File: src/rtl/core/tcs_pkg.sv
// Shared types and constants for the telnet command stripper.
// Holds telnet command codes, parser phase codes and the parser result record.
// No dependencies.
`default_nettype none

package tcs_pkg;

  // Telnet command codes
  localparam logic [7:0] CMD_IAC  = 8'd255;
  localparam logic [7:0] CMD_DONT = 8'd254;
  localparam logic [7:0] CMD_DO   = 8'd253;
  localparam logic [7:0] CMD_WONT = 8'd252;
  localparam logic [7:0] CMD_WILL = 8'd251;
  localparam logic [7:0] CMD_SB   = 8'd250;
  localparam logic [7:0] CMD_SE   = 8'd240;
  localparam logic [7:0] OPT_ECHO = 8'd1;

  // Negotiation verb, stored as command code minus WILL
  localparam logic [1:0] VERB_WILL = 2'd0;
  localparam logic [1:0] VERB_WONT = 2'd1;

  // Parser phase codes, one parser per direction
  localparam logic [2:0] PH_DATA    = 3'd0;
  localparam logic [2:0] PH_IAC     = 3'd1;
  localparam logic [2:0] PH_OPTION  = 3'd2;
  localparam logic [2:0] PH_SB_OPT  = 3'd3;
  localparam logic [2:0] PH_SB      = 3'd4;
  localparam logic [2:0] PH_SB_IAC  = 3'd5;
  localparam logic [2:0] PH_UNUSED6 = 3'd6;
  localparam logic [2:0] PH_UNUSED7 = 3'd7;

  // Result of parsing one byte
  typedef struct packed {
    logic       emit;
    logic [7:0] data;
    logic       rec;
  } tcs_res_t;

endpackage

`default_nettype wire

File: src/rtl/core/telnet_command_stripper.sv
// Telnet command stripper, top level.
// Input beat register, tcs_parser decode, result register; uses tcs_pkg.
//
// Usage:
//   in_*  channel: one raw telnet byte per beat in in_tdata, the sending
//         direction in in_tuser. Accepted when in_tvalid and in_tready are high.
//   out_* channel: one payload byte per beat in out_tdata, with the sending
//         direction and the record-enable bit in out_tuser.
//   Command sequences (IAC commands, option negotiation, SB ... IAC SE) are
//   removed; IAC IAC yields one 255 byte. A byte that is part of a command
//   produces no output beat.
// Path: input register, then parser decode into the result register.
// Throughput: one byte per cycle while out_tready is high; the parser state
//   update is the only loop.
// Reset: both parsers return to the data phase, both echo flags clear,
//   both registers empty.
// Stall: while out_tready is low one result is held and one more input beat
//   is taken into the input register; then in_tready drops.
`default_nettype none

module telnet_command_stripper (
  input  wire logic       clk,
  input  wire logic       rst_n,
  input  wire logic       in_tvalid,
  output      logic       in_tready,
  input  wire logic [7:0] in_tdata,   // [7:0] data_byte
  input  wire logic       in_tuser,   // [0] direction
  output      logic       out_tvalid,
  input  wire logic       out_tready,
  output      logic [7:0] out_tdata,  // [7:0] out_byte
  output      logic [1:0] out_tuser   // [0] from_direction, [1] record_ok
);

  logic              in_valid_r;
  logic [7:0]        in_byte_r;
  logic              in_dir_r;
  logic              advance;
  logic              out_valid_r;
  logic [7:0]        out_byte_r;
  logic [1:0]        out_user_r;
  tcs_pkg::tcs_res_t res;

  // Move the held byte through the parser when the result slot is free
  assign advance   = in_valid_r && (!out_valid_r || out_tready);
  assign in_tready = !in_valid_r || advance;

  // Input beat register
  always_ff @(posedge clk) begin
    if (!rst_n) begin
      in_valid_r <= 1'b0;
    end else if (in_tready) begin
      in_valid_r <= in_tvalid;
    end
  end

  always_ff @(posedge clk) begin
    if (in_tready && in_tvalid) begin
      in_byte_r <= in_tdata;
      in_dir_r  <= in_tuser;
    end
  end

  tcs_parser u_parser (
    .clk    (clk),
    .rst_n  (rst_n),
    .step   (advance),
    .byte_i (in_byte_r),
    .dir_i  (in_dir_r),
    .res    (res)
  );

  // Result register: load on advance, drop when taken
  always_ff @(posedge clk) begin
    if (!rst_n) begin
      out_valid_r <= 1'b0;
    end else if (advance) begin
      out_valid_r <= res.emit;
    end else if (out_tready) begin
      out_valid_r <= 1'b0;
    end
  end

  always_ff @(posedge clk) begin
    if (advance && res.emit) begin
      out_byte_r <= res.data;
      out_user_r <= {res.rec, in_dir_r};
    end
  end

  assign out_tvalid = out_valid_r;
  assign out_tdata  = out_byte_r;
  assign out_tuser  = out_user_r;

  // Hold the input beat while the parser cannot take it
  a_in_hold: assert property (@(posedge clk) disable iff (!rst_n)
    in_valid_r && !advance |=> in_valid_r && $stable(in_byte_r) && $stable(in_dir_r))
    else $error("input register lost a stalled byte");

  // A new result appears only from a parser step
  a_out_src: assert property (@(posedge clk) disable iff (!rst_n)
    $rose(out_valid_r) |-> $past(advance))
    else $error("result appeared without a parser step");

  // A dropped command byte leaves the result slot empty
  a_drop_empty: assert property (@(posedge clk) disable iff (!rst_n)
    advance && !res.emit |=> !out_valid_r)
    else $error("command byte produced a result");

endmodule

`default_nettype wire

File: src/rtl/core/tcs_parser.sv
// Per-direction telnet command parser with echo tracking.
// Holds phase, verb and echo state for both directions; uses tcs_pkg.
// Produces the payload result for the byte presented on a step.
`default_nettype none

module tcs_parser (
  input  wire logic            clk,
  input  wire logic            rst_n,
  input  wire logic            step,
  input  wire logic [7:0]      byte_i,
  input  wire logic            dir_i,
  output tcs_pkg::tcs_res_t    res
);

  logic [2:0] phase_r [2];
  logic [2:0] phase_nxt [2];
  logic [1:0] verb_r [2];
  logic [1:0] verb_nxt [2];
  logic [1:0] echo_r;
  logic [1:0] echo_nxt;
  logic [2:0] cur_phase;
  logic       other;

  assign cur_phase = phase_r[dir_i];
  assign other     = ~dir_i;

  // Decode one byte against the sending side's parser
  always_comb begin
    phase_nxt = phase_r;
    verb_nxt  = verb_r;
    echo_nxt  = echo_r;
    res.emit  = 1'b0;
    res.data  = byte_i;
    res.rec   = ~echo_r[dir_i];
    case (cur_phase)
      tcs_pkg::PH_IAC: begin
        if (byte_i == tcs_pkg::CMD_IAC) begin
          res.emit          = 1'b1;
          phase_nxt[dir_i]  = tcs_pkg::PH_DATA;
        end else if (byte_i inside {[tcs_pkg::CMD_WILL:tcs_pkg::CMD_DONT]}) begin
          verb_nxt[dir_i]   = 2'(byte_i - tcs_pkg::CMD_WILL);
          phase_nxt[dir_i]  = tcs_pkg::PH_OPTION;
        end else if (byte_i == tcs_pkg::CMD_SB) begin
          phase_nxt[dir_i]  = tcs_pkg::PH_SB_OPT;
        end else begin
          phase_nxt[dir_i]  = tcs_pkg::PH_DATA;
        end
      end
      tcs_pkg::PH_OPTION: begin
        // WILL ECHO sets, WONT ECHO clears the opposite side's flag
        if (byte_i == tcs_pkg::OPT_ECHO) begin
          if (verb_r[dir_i] == tcs_pkg::VERB_WILL) begin
            echo_nxt[other] = 1'b1;
          end else if (verb_r[dir_i] == tcs_pkg::VERB_WONT) begin
            echo_nxt[other] = 1'b0;
          end
        end
        phase_nxt[dir_i] = tcs_pkg::PH_DATA;
      end
      tcs_pkg::PH_SB_OPT: begin
        phase_nxt[dir_i] = tcs_pkg::PH_SB;
      end
      tcs_pkg::PH_SB: begin
        phase_nxt[dir_i] = (byte_i == tcs_pkg::CMD_IAC) ? tcs_pkg::PH_SB_IAC
                                                         : tcs_pkg::PH_SB;
      end
      tcs_pkg::PH_SB_IAC: begin
        phase_nxt[dir_i] = (byte_i == tcs_pkg::CMD_SE) ? tcs_pkg::PH_DATA
                                                        : tcs_pkg::PH_SB;
      end
      default: begin
        // Data phase; unused codes behave the same
        if (byte_i == tcs_pkg::CMD_IAC) begin
          phase_nxt[dir_i] = tcs_pkg::PH_IAC;
        end else begin
          res.emit         = 1'b1;
          phase_nxt[dir_i] = tcs_pkg::PH_DATA;
        end
      end
    endcase
  end

  // Commit parser state on each step
  always_ff @(posedge clk) begin
    if (!rst_n) begin
      phase_r[0] <= tcs_pkg::PH_DATA;
      phase_r[1] <= tcs_pkg::PH_DATA;
      verb_r[0]  <= tcs_pkg::VERB_WILL;
      verb_r[1]  <= tcs_pkg::VERB_WILL;
      echo_r     <= 2'b00;
    end else if (step) begin
      phase_r <= phase_nxt;
      verb_r  <= verb_nxt;
      echo_r  <= echo_nxt;
    end
  end

  // A byte never touches the echo flag of its own direction
  a_echo0_own: assert property (@(posedge clk) disable iff (!rst_n)
    step && !dir_i |=> $stable(echo_r[0]))
    else $error("direction 0 byte changed its own echo flag");

  a_echo1_own: assert property (@(posedge clk) disable iff (!rst_n)
    step && dir_i |=> $stable(echo_r[1]))
    else $error("direction 1 byte changed its own echo flag");

  a_phase_used: assert property (@(posedge clk) disable iff (!rst_n)
    phase_r[0] != tcs_pkg::PH_UNUSED6 && phase_r[0] != tcs_pkg::PH_UNUSED7 &&
    phase_r[1] != tcs_pkg::PH_UNUSED6 && phase_r[1] != tcs_pkg::PH_UNUSED7)
    else $error("parser entered an unused phase");

endmodule

`default_nettype wire
File: config.mk
export PLATFORM = sky130hd
export DESIGN_NAME = telnet_command_stripper
export DESIGN_NICKNAME = d
export VERILOG_FILES = /design/src/rtl/core/tcs_pkg.sv /design/src/rtl/core/telnet_command_stripper.sv /design/src/rtl/core/tcs_parser.sv
export SDC_FILE = /design/constraint.sdc
export NUM_CORES = 1
export LEC_CHECK = 0
export BUFFER_PORTS_ARGS = -buffer_cell sky130_fd_sc_hd__buf_2
export CORE_UTILIZATION = 40
export CTS_CLUSTER_SIZE = 20
export DETAILED_ROUTE_END_ITERATION = 10
export GPL_TIMING_DRIVEN = 0
export MAX_ROUTING_LAYER = met4
export PLACE_DENSITY = 0.59
export SKIP_CTS_REPAIR_TIMING = 1
export SKIP_LAST_GASP = 1
export SLEW_MARGIN = 40
export SYNTH_ARGS = -nofsm -noshare
export SYNTH_HDL_FRONTEND = slang
export SYNTH_SLANG_ARGS = --single-unit
File: constraint.sdc
create_clock -name clk -period 2.61 [get_ports clk]
set_clock_uncertainty 0.1 [all_clocks]
set_input_delay 0.261 -clock clk [delete_from_list [all_inputs] [get_ports clk]]
set_output_delay 0.261 -clock clk [all_outputs]
set_load 0.02 [all_outputs]
* Word level (Yosys, flattened, before mapping)
Index checks and enable logic that the tools add are counted.
** Storage, ports and cells
- Flip-flop bits (word level) :: 33
- Input bits :: 13
- Output and inout port bits :: 12
- Word-level logic and storage cells :: 97
** Cells by class
- $add $sub $neg :: 1
- Order comparisons :: 7
- Equal/unequal tests :: 10
- Multiplexer cells :: 31
- Bitwise gates (word level) :: 21
- Reduce and logical (&&, ||, !) cells :: 16
** Operators by type and width (number)
- $pmux W6 S5 :: 1
- $eq A8 B8 Y1 const B :: 3
- $mux W6 :: 4
- $mux W3 :: 5
- $and A4 B4 Y4 :: 3
- $bwmux W6 :: 2
- $mux W2 :: 6
- $not A4 Y4 :: 3
- $eq A8 B1 Y1 const B :: 1
- $ge A8 B8 Y1 const B :: 1
- $le A8 B8 Y1 const B :: 1
- $mux W1 :: 8
- $or A2 B2 Y2 :: 4
- $reduce_and A4 Y1 :: 2
- $and A6 B6 Y6 :: 1
- $eq A3 B2 Y1 const B :: 2
- $eq A3 B3 Y1 const B :: 2
- $logic_and A1 B1 Y1 :: 6
- $not A6 Y6 :: 1
- $and A2 B2 Y2 :: 2
- $bwmux W4 :: 1
- $lt A1 B2 Y1 const B :: 2
- $not A2 Y2 :: 2
- $or A4 B4 Y4 :: 1
- other kinds (17) :: 22

* Depth between registers and ports, before layout
- Depth in word-level cells :: 11
- Mapped depth :: 6

* Modules after synthesis
A second synthesis with hierarchy kept.
** Second synthesis, totals
- Cells, all modules :: 152
- Area, all modules :: 1641.6 sq um
** By module, submodules not included
- tcs_parser :: times used 1, cells an instance 120, area an instance 958.4 sq um, seq. area each 240.2 sq um
- telnet_command_stripper :: times used 1, cells an instance 32, area an instance 683.2 sq um, seq. area each 610.6 sq um

* Worst setup path before layout
Ideal clock, no wire load.
- Path kind :: register to register
- From :: register in_dir_r
- To :: register out_byte_r[0] (netlist: out_tdata[0]) (enable)
- Library setup time :: 0.393 ns
- Arrival time :: 2.013 ns
- Setup slack :: 0.104 ns
- Cell stages (with the launch flop) :: 6
- Cells stage by stage :: edfxtp_1 -> buf_6 -> buf_4 -> nor3b_1 -> o211ai_1 -> a211oi_1
** On the way
- Longest elaborated chain between the ends :: 8
** RTL lines
- start: declaration :: RTL line telnet_command_stripper.sv:36 : logic in_dir_r;
- start signal: assignment :: RTL line telnet_command_stripper.sv:59 : in_dir_r <= in_tuser;
- $not A1 Y2 (implied by the code) (*) :: RTL line tcs_parser.sv:24 : assign cur_phase = phase_r[dir_i];
- $mux W3 (implied by the code) (*) (3 in series) :: RTL line tcs_parser.sv:24
- $eq A3 B2 Y1 or $eq A3 B3 Y1 (tied branches) :: RTL line tcs_parser.sv:35 : case (cur_phase)
- $reduce_or A4 Y1 (no source line)
- $pmux W1 S2 (*) :: RTL line tcs_parser.sv:35
- $logic_and A1 B1 Y1 (*) :: RTL line telnet_command_stripper.sv:84 : if (advance && res.emit) begin
- end signal: assignment :: RTL line telnet_command_stripper.sv:85 : out_byte_r <= res.data;
- end: declaration :: RTL line telnet_command_stripper.sv:39 : logic [7:0] out_byte_r;
Mark *: on every way between the ends. The rest lies on a longest branch, timed or not. The select of a mux whose other input is x is not followed.
A chain may end at the register's enable or synchronous reset.

* Worst setup path in the final report
- From :: register in_dir_r
- To :: register out_byte_r[6] (netlist: out_tdata[6]) (enable)
Same word-level chain as after synthesis.

==> results.py <==
metrics = {
    "status": {
        "outcome": "finished clean",
    },
    "global_route": {
        "grt_pass1_vias": 1181,
        "grt_max_degree": 13,
        "grt.overflow.total": 0,
        "track_usage": 0.182,
        "antenna_found_initial": 0,
        "grt_pass1_wl_um": 5440,
    },
    "route": {
        "avgViaCountPerCell": 5.56,
        "drc_errors": 0,
        "wire_per_inst_um": 15.5,
        "drtAntennaViolNets": 0,
        "drtIter0Drc": 137,
        "vias": 1240,
        "first_pass_iters": 4,
        "drt-total-wl_um": 3460,
    },
    "place": {
        "pre_cts_slack_ns": 0.203,
        "gp_congestion": 0.876,
        "hpwl_um": 2490,
        "place_inst": 215,
        "placed_cell_area_um2": 1810,
        "port_buffers": 24,
    },
    "yosys": {
        "syn_area_um2": 1610,
        "synth_seq_area_share": 0.527,
        "syn_avg_cell_area_um2": 11.3,
        "ys_async_sr_fraction": 0,
        "syn-instance-count": 143,
        "ys.warnings.count": 0,
        "synth_edf_count": 19,
        "yosys.cell_types.count": 52,
        "syn_nets": 160,
        "synth_ff_type": "edfxtp_1",
        "synth-seq-cells": 33,
    },
    "power": {
        "power.total_uw": 1070,
        "power_density_nw_per_um2": 565,
        "p_leak_uw": 0.000719,
        "vdd_drop_max_uv": 492,
    },
    "timing": {
        "drv_slew": 0,
        "setup_viol": 0,
        "fmax_ghz": 0.410,
        "rsz0062_at_grt": "no",
        "layout_setup_ws_ns": 0.171,
        "period_minus_slack_ns": 2.44,
        "tns_ns": 0,
        "max_slew_margin": 0.614,
        "hold_viol": 0,
        "finalCritPeriodShare": 0.935,
        "tightest_slew_ns": 0.577,
    },
    "finish": {
        "nets": 191,
        "fillers": 330,
        "mostFrequentLayoutCells": "buf_2, edfxtp_1, nand2_1, dfxtp_1, mux2i_1",
        "final_common_cell": "buf_2",
        "drive_gt1_frac": 0.246,
        "fin_cells": 223,
        "register_area_um2": 851,
        "diodes": 0,
        "design_area_um2": 1900,
        "area_growth_pct": 17.6,
        "multiInputGateArea_um2": 702,
    },
    "floorplan": {
        "num_rows": 22,
        "design.die.area_um2": 4290,
        "ioPinCount": 25,
        "die_h_um": 65.5,
        "core_um2": 3770,
        "die_w_um": 65.5,
        "initial_core_util": 0.428,
    },
    "flow_run": {
        "timing.max_cap.violations": 0,
    },
    "critical_path": {
        "cp-start-kind": "flip-flop",
        "cp_data_arrival_time_ns": 2.27,
        "cp.required_ns": 2.44,
        "endpoint_kind": "flip-flop",
        "path_class": "reg -> reg",
        "cp_max_fo": 10,
    },
    "clock_tree": {
        "insertion_delay_ns": 0.29,
        "cts_num_sinks": 33,
        "cts_made_buffers": 5,
        "cts_max_level": 2,
        "cts_tree": "built",
        "root_buffer": "clkbuf_8",
        "clk_pin_slew_ns": 0.07,
        "clockBufferDepth": 2,
    },
    "hold_path": {
        "min_path_type": "in -> reg",
    },
}
-- synthesized netlist by cell type, drive strengths merged (2+ instances only) --
cell	number	area share
a21oi	3	0.0093
nor4b	2	0.015
buf	5	0.026
nor3	4	0.016
a211oi	3	0.014
edfxtp	19	0.35
nand3	5	0.016
o211ai	2	0.0093
and4	3	0.016
dfxtp	14	0.17
inv	5	0.012
or3	2	0.011
ha	4	0.031
nand2	17	0.040
o2111ai	3	0.016
a31oi	2	0.0078
nor2	7	0.016
nor3b	4	0.019
o21ai	5	0.016
and3	2	0.0078
mux2i	8	0.050
-- where the power goes --
group          switching (uW)  internal (uW)
Clock                     198            187
Sequential               17.6            572
Combinational            59.5           39.4
-- per-stage QoR --
stage               utilization  hold slack [ns]
floorplan                     -            0.260
global placement          0.476            0.336
detailed placement        0.479            0.339
CTS                       0.503           0.0320
global route              0.503           0.0276
finish                    0.503           0.0386
-- per-layer routing --
| metal | up-vias | part of all wire | track usage | routed length [um] |
|---|---|---|---|---|
| met3 | 5 | 0.065 | 0.0469 | 225 |
| met4 | 0 | 0.019 | 0.0951 | 65 |
| met2 | 44 | 0.49 | 0.287 | 1690 |
| li1 | 602 | - | - | - |
| met1 | 589 | 0.43 | 0.212 | 1470 |
| met5 | - | 0 | - | 0 |
-- final timing paths --
kind,slack [ns],end,depth (start not counted),from
worst max-delay path,0.17,out_tdata[6]$_DFFE_PP_,5,in_dir_r$_DFFE_PP_
worst max register to register,0.17,out_tdata[6]$_DFFE_PP_,5,in_dir_r$_DFFE_PP_
worst min register to register,0.35,out_tdata[2]$_DFFE_PP_,0,in_byte_r[2]$_DFFE_PP_
worst min-delay path,0.04,in_byte_r[0]$_DFFE_PP_,1,in_tdata[0]
-- area by class of cell --
class / instances / area share
flip-flops and latches: 33 / 0.448
multi-input cells: 98 / 0.370
repair buffers: 24 / 0.0633
clock buffers: 5 / 0.0363
well taps: 48 / 0.0316
plain buffers: 7 / 0.0290
clock inverters: 3 / 0.0119
inverters: 5 / 0.00989
-- flip-flops by register name, indices dropped and copies added (netlist names), named ones only --
register / count
in_valid_r: 1
out_tuser: 2
out_tvalid: 1
in_byte_r: 8
out_tdata: 8
in_dir_r: 1
u_parser.verb_r: 4
u_parser.phase_r: 6
-- critical path, cell delays in order, from the launching register on --
cell,delay [ns]
edfxtp_1,0.52
buf_6,0.19
buf_4,0.19
mux2i_1,0.26
o211ai_1,0.21
a211oi_4,0.59
-- logic make-up (layout without fill, tap and decap cells) --
logic type | Yosys count | in the layout | synth area share
fa+ha+maj | 4 | 4 | 0.0310
xor+xnor | 1 | 1 | 0.00543
simple gates | 58 | 58 | 0.219
buf+inv | 12 | 44 | 0.0457
mux | 9 | 9 | 0.0566
compound gates | 26 | 26 | 0.116
flops | 33 | 33 | 0.527
(Power assumes the default switching activity.)
